File: src/rtl/mtrhn_pkg.sv
// Types, constants and a helper function shared by the held-notes router.
package mtrhn_pkg;

   localparam int PORTS      = 4;
   localparam int CHANNELS   = 16;
   localparam int BANKS      = 2;
   localparam int BANK_KEYS  = 64;
   localparam int KEY_W      = 7;
   localparam int BIT_W      = $clog2(BANK_KEYS);
   localparam int ROWS       = PORTS * CHANNELS * BANKS;
   localparam int ADDR_W     = (ROWS > 1) ? $clog2(ROWS) : 1;
   localparam int ROW_CODE_W = 7;

   localparam logic [3:0] NIB_NOTE_OFF = 4'h8;
   localparam logic [3:0] NIB_NOTE_ON  = 4'h9;
   localparam logic       OP_ROUTE     = 1'b0;
   localparam logic       OP_FLUSH     = 1'b1;

   typedef struct packed {
      logic              op;
      logic [1:0]        port;
      logic [3:0]        channel;
      logic [7:0]        status;
      logic [6:0]        data1;
      logic [6:0]        data2;
      logic signed [7:0] transpose;
      logic              muted;
      logic              key_bank;
   } req_payload_type;

   typedef struct packed {
      logic [1:0] out_port;
      logic [7:0] out_status;
      logic [6:0] out_data1;
      logic [6:0] out_data2;
      logic       last;
   } rsp_payload_type;

   typedef struct packed {
      logic load_item;
      logic ram_read;
      logic ram_write;
      logic load_word;
      logic emit_route;
      logic emit_flush;
   } dp_cmd_type;

   typedef struct packed {
      logic op;
      logic muted;
      logic port_ok;
      logic out_free;
      logic word_zero;
      logic word_last;
   } dp_status_type;

   // Index of the lowest set bit of a bank word.
   function automatic logic [BIT_W-1:0] lowest_index(input logic [BANK_KEYS-1:0] word);
      logic [BANK_KEYS-1:0] onehot;
      logic [BIT_W-1:0]     idx;
      onehot = word & (~word + BANK_KEYS'(1));
      idx    = '0;
      for (int i = 0; i < BANK_KEYS; i++) begin
         if (onehot[i]) begin
            idx = idx | BIT_W'(i);
         end
      end
      return idx;
   endfunction

endpackage

File: src/rtl/mtrhn_ctrl.sv
// Controller state machine sequencing the route and flush operations.
module mtrhn_ctrl (
   input  logic                     clock,
   input  logic                     reset,
   input  logic                     req_valid,
   output logic                     req_ready,
   input  mtrhn_pkg::dp_status_type stat,
   output mtrhn_pkg::dp_cmd_type    cmd
);

   localparam logic [2:0] S_IDLE   = 3'd0;
   localparam logic [2:0] S_READ   = 3'd1;
   localparam logic [2:0] S_MODIFY = 3'd2;
   localparam logic [2:0] S_EMIT   = 3'd3;
   localparam logic [2:0] S_SCAN   = 3'd4;

   logic [2:0] state_ff, state_in;

   always_comb begin
      state_in  = state_ff;
      cmd       = '0;
      req_ready = 1'b0;
      case (state_ff)
         S_IDLE: begin
            req_ready = 1'b1;
            if (req_valid) begin
               cmd.load_item = 1'b1;
               state_in      = S_READ;
            end
         end
         S_READ: begin
            if (stat.op == mtrhn_pkg::OP_FLUSH && !stat.port_ok) begin
               state_in = S_IDLE;
            end else begin
               cmd.ram_read = stat.port_ok;
               state_in     = S_MODIFY;
            end
         end
         S_MODIFY: begin
            cmd.ram_write = stat.port_ok;
            if (stat.op == mtrhn_pkg::OP_FLUSH) begin
               cmd.load_word = 1'b1;
               state_in      = S_SCAN;
            end else if (stat.muted) begin
               state_in = S_IDLE;
            end else begin
               state_in = S_EMIT;
            end
         end
         S_EMIT: begin
            if (stat.out_free) begin
               cmd.emit_route = 1'b1;
               state_in       = S_IDLE;
            end
         end
         S_SCAN: begin
            if (stat.word_zero) begin
               state_in = S_IDLE;
            end else if (stat.out_free) begin
               cmd.emit_flush = 1'b1;
               if (stat.word_last) begin
                  state_in = S_IDLE;
               end
            end
         end
         default: begin
            state_in = S_IDLE;
         end
      endcase
   end

   always_ff @(posedge clock) begin
      if (reset) begin
         state_ff <= S_IDLE;
      end else begin
         state_ff <= state_in;
      end
   end

endmodule

File: config.mk
export PLATFORM = sky130hd
export DESIGN_NAME = mtrhn_ctrl
export DESIGN_NICKNAME = d
export VERILOG_FILES = /design/src/rtl/mtrhn_pkg.sv /design/src/rtl/mtrhn_ctrl.sv
export SDC_FILE = /design/constraint.sdc
export NUM_CORES = 1
export LEC_CHECK = 0
export BUFFER_PORTS_ARGS = -buffer_cell sky130_fd_sc_hd__buf_2
export CORE_AREA = 2 2 39 41
export DETAILED_ROUTE_END_ITERATION = 8
export DIE_AREA = 0 0 41 43
export PLACE_DENSITY_LB_ADDON = 0.3
export REMOVE_ABC_BUFFERS = 1
export SYNTH_ARGS = -nofsm -noshare
export SYNTH_HDL_FRONTEND = slang
export SYNTH_SLANG_ARGS = --single-unit
File: constraint.sdc
create_clock -name clock -period 1.8 [get_ports clock]
set_input_delay 0.09 -clock clock [delete_from_list [all_inputs] [get_ports clock]]
set_output_delay 0.09 -clock clock [all_outputs]
set_load 0.005 [all_outputs]
---- Word-level counts from Yosys, hierarchy flattened ----
Index checks and enable logic that the tools add are counted.
storage, ports and cells
  input port bits ......................... 9
  flip-flop bits (word level) ............. 3
operators by class
  equal/unequal tests ..................... 8
  reductions and logical operators ........ 4
  multiplexer cells ....................... 20
operators with widths
  operator                                                         number
  3-bit two-way mux                                                6
  3-bit case mux with 5 select lines                               1
  1-bit two-way mux                                                10
  3-bit by 2-bit == test with 1-bit output, second input constant  2
  2-bit two-way mux                                                3
  3-bit inequality test, second input constant                     2
  2-bit inequality test, second input constant                     2
  4-bit AND reduction                                              1
  3-bit by 1-bit == test with 1-bit output, second input constant  1
  3-bit == test, second input constant                             1
  3-bit zero test                                                  1
  1-bit logical AND                                                1
  1-bit zero test                                                  1

---- Logic depth before layout (Yosys ltp) ----
  depth after elaboration ................. 4
  gate-level depth with buffers ........... 4

---- Worst setup path after synthesis ----
No wires, ideal clock.
  path type ............................... reg2out
  start point ............................. reg state_ff[0]
  end point ............................... out cmd[5] (netlist bit)
  buffers on the path ..................... 1
  data arrival time ....................... 0.848 ns
  stages on the path, launching flop included .. 4
  slack ................................... 0.862 ns
  path through ............................ dfxtp_1 buf_6 nor3_1 and2_1
RTL lines
  item                    line              RTL
  start, declared         mtrhn_ctrl.sv:17  logic [2:0] state_ff, state_in;
  start signal, assigned  mtrhn_ctrl.sv:76  state_ff <= state_in;
  end, declared           mtrhn_ctrl.sv:8   output mtrhn_pkg::dp_cmd_type cmd

==> summary.txt <==
CTS
  – CTS tree: built
  – CTS Sinks: 3
  – Clock transition at path regs: ~0.040 ns
  – Post-CTS setup buffer count: 0
  – Clock Latency Late Sink: 0.24 ns
  – Hold Buf Count CTS: 0
  – Root Driver: clkbuf_4
  – CTS Buf Count: 3
  – Number of H-tree levels: 1
  – Max Root-Sink Buffers: 2
  – Post-CTS sizing: 0

Finish
  – Largest register FFs: 3
  – NumNets Final: 53
  – Fraction of layout cells with a size suffix above 1: 0.5581
  – Largest registers: state_ff x3
  – ANT cells: 0
  – Largest Register: state_ff
  – Layout area overhead: 38.54%

Setup path
  – CP cell instances: nor4b_4, and2_1, buf_2
  – Critical path's largest stage delay: 0.41 ns
  – Worst setup EP type: output port
  – Critical path class: flip-flop to output port
  – Startpoint Class: flip-flop
  – Slowest-stage cell, CP: dfxtp_1
  – Critical Path Fanout Max: 11
  – Worst Path Required: around 1.7 ns
  – Critical path arrival: 1.23 ns

Timing
  – Rel. slew slack: 0.7379
  – Setup Skew: roughly 0.0046 ns
  – Final Setup Violations: 0
  – Hold Vio Cnt, Final: 0
  – Period utilisation layout: 0.7313
  – Worst hold margin: between 0.05 and 0.06 ns
  – Max-slew violations: 0
  – RSZ-0062 raised after global routing: no
  – Setup TNS: 0 ns
  – Final critical-path required period: ~1.3 ns
  – Fmax: 759.6 MHz
  – Worst Tran Pin Value: 0.3926 ns

Floorplanning
  – # rows: 14
  – Core ar.: roughly 1400 um^2
  – Die area: roughly 1800 um^2
  – Chip width: between 40 and 50 um
  – Die H: between 40 and 50 um
  – IO Count: 16
  – Initial core utilization: 0.1854

Global routing
  – Number of global-route vias before repair: roughly 220
  – Total GRT Usage: 0.07315
  – Global-route wire length before repair: between 800 and 900 um
  – Overflow after GRT: 0
  – Largest net degree at the start of global routing: 12
  – Antenna violations before repair: 0

Pwr
  – Power share of the sequential group: 0.336
  – Combinational group share of total power: 0.198
  – Cell Pwr Density: 722.9 nW/um^2
  – Sw Ratio: 0.2756
  – Clk network pwr share: 0.466
  – Pint: between 150 and 200 uW
  – Net Sw Power: about 71 uW
  – Leakage: 0.1571 nW
  – Worst IR Drop VDD: 0.1730 mV

Run
  – Max Cap Viol: 0

Place
  – PortBufs: 15
  – DP Wirelength: ~460 um
  – RePlAce Congestion: about 0.6

Drt
  – DR vias: between 200 and 300
  – Drt total wl: around 570 um
  – Drt pass-1 iters: 3
  – Remaining antenna violation count: 0
  – First DRT Iteration DRCs: 4
  – DR vias/cell: approximately 4.4
  – Routed len/inst: 9.661 um
  – DRC Markers: 0

Synthesis
  – Area leader, netlist: dfxtp_1
  – Mapped cell area: around 260 um^2
  – Yosys reg bits: 3
  – Share of the synthesized area in the top cell type: 0.2341
  – Avg Synthesized Cell Area: slightly below 10 um^2
  – Synth cell types: 18
  – Register area share after synthesis: 0.2341
  – Area contributors post-synth: dfxtp_1 (23%), and4bb_2 (9.8%), nor4b_4 (9.3%), buf_6 (8.8%), a2111oi_2 (5.9%)
  – Synth Instances: 26
  – Ys Warns: 0

Min path
  – Class of the worst hold path: input port to flip-flop

Outcome
  – Outcome: completed
[per-layer routing]
metal,track usage,vias to the layer above,part of all wire
li1,-,133,-
met1,0.07348,116,0.40
met2,0.1000,9,0.53
met3,0.03141,2,0.053
met4,0.08000,0,0.023
met5,0,-,0
[critical path: cells and delay by family (launching register included)]
kind | cells | cell delay, ns
buffers and inverters | 1 | 0.10
DFF | 1 | 0.41
and+or+nand+nor | 2 | 0.47
[power by group through the flow]
stage          Sequential, mW  Combinational, mW  Clock [mW]
2_1_floorplan          0.0846             0.0281           0
3_3_place_gp           0.0878             0.0517           0
3_5_place_dp           0.0876             0.0518           0
4_1_cts                0.0866             0.0519       0.126
5_1_grt                0.0880             0.0567       0.135
6_report               0.0863             0.0508       0.120
[cells in the mapped netlist]
library cell  instances
nor2_1                2
and2b_2               1
buf_6                 2
and4b_1               1
and2_1                2
and4bb_2              2
a2111oi_2             1
nor4b_4               1
o21ai_0               2
dfxtp_1               3
nand2_1               1
a211oi_2              1
inv_1                 1
nor4bb_1              1
a311o_1               1
nand2b_1              1
nor3_1                1
a21oi_1               2
[metrics by stage]
stage / util / cell area, um^2 / total power, mW / setup WS, ns / std cells
after floorplan: - / 234.0 / 0.1127 / 0.6652 / 24
after detailed placement: 0.2378 / 329.1 / 0.1394 / 0.5937 / 55
final: 0.2568 / 355.3 / 0.2569 / 0.4836 / 59
after global routing: 0.2568 / 355.3 / 0.2795 / 0.3979 / 59
after global placement: 0.2378 / 329.1 / 0.1395 / 0.5934 / 55
after CTS: 0.2568 / 355.3 / 0.2647 / 0.4560 / 59
[layout by cell type, fill, tap and decap left out, types with 2 or more instances in the layout]
master | Yosys | final
buf_2 | 0 | 15
clkbuf_4 | 0 | 3
dfxtp_1 | 3 | 3
and4bb_2 | 2 | 2
and2_1 | 2 | 2
a21oi_1 | 2 | 2
nor2_1 | 2 | 2
o21ai_0 | 2 | 2
[path summary, 6_finish.rpt]
path	startpoint	end	slack, ns	cells after the start
worst min-delay path	reset	state_ff[0]	0.05	2
worst min register to register	state_ff[2]	state_ff[0]	0.57	1
worst max-delay path	state_ff[0]	cmd[0]	0.48	3
worst max register to register	state_ff[1]	state_ff[0]	0.60	3
[cell families after synthesis]
| group | Yosys count | share of synthesized area |
|---|---|---|
| buffers and inverters | 3 | 0.1024 |
| flip-flops | 3 | 0.2342 |
| AO/OA/AOI/OAI | 7 | 0.2244 |
| AND/OR/NAND/NOR | 13 | 0.4390 |
[layout make-up]
| type | instances | area [um^2] |
|---|---|---|
| Multi-Input combinational cell | 20 | 170.2 |
| Fill cell | 161 | 1028 |
| Tap cell | 16 | 20.02 |
| Inverter | 1 | 3.754 |
| Timing Repair Buffer | 15 | 75.07 |
| Sequential cell | 3 | 60.06 |
| Clock buffer | 4 | 26.28 |
No activity file was read; power rests on OpenSTA's default activity.
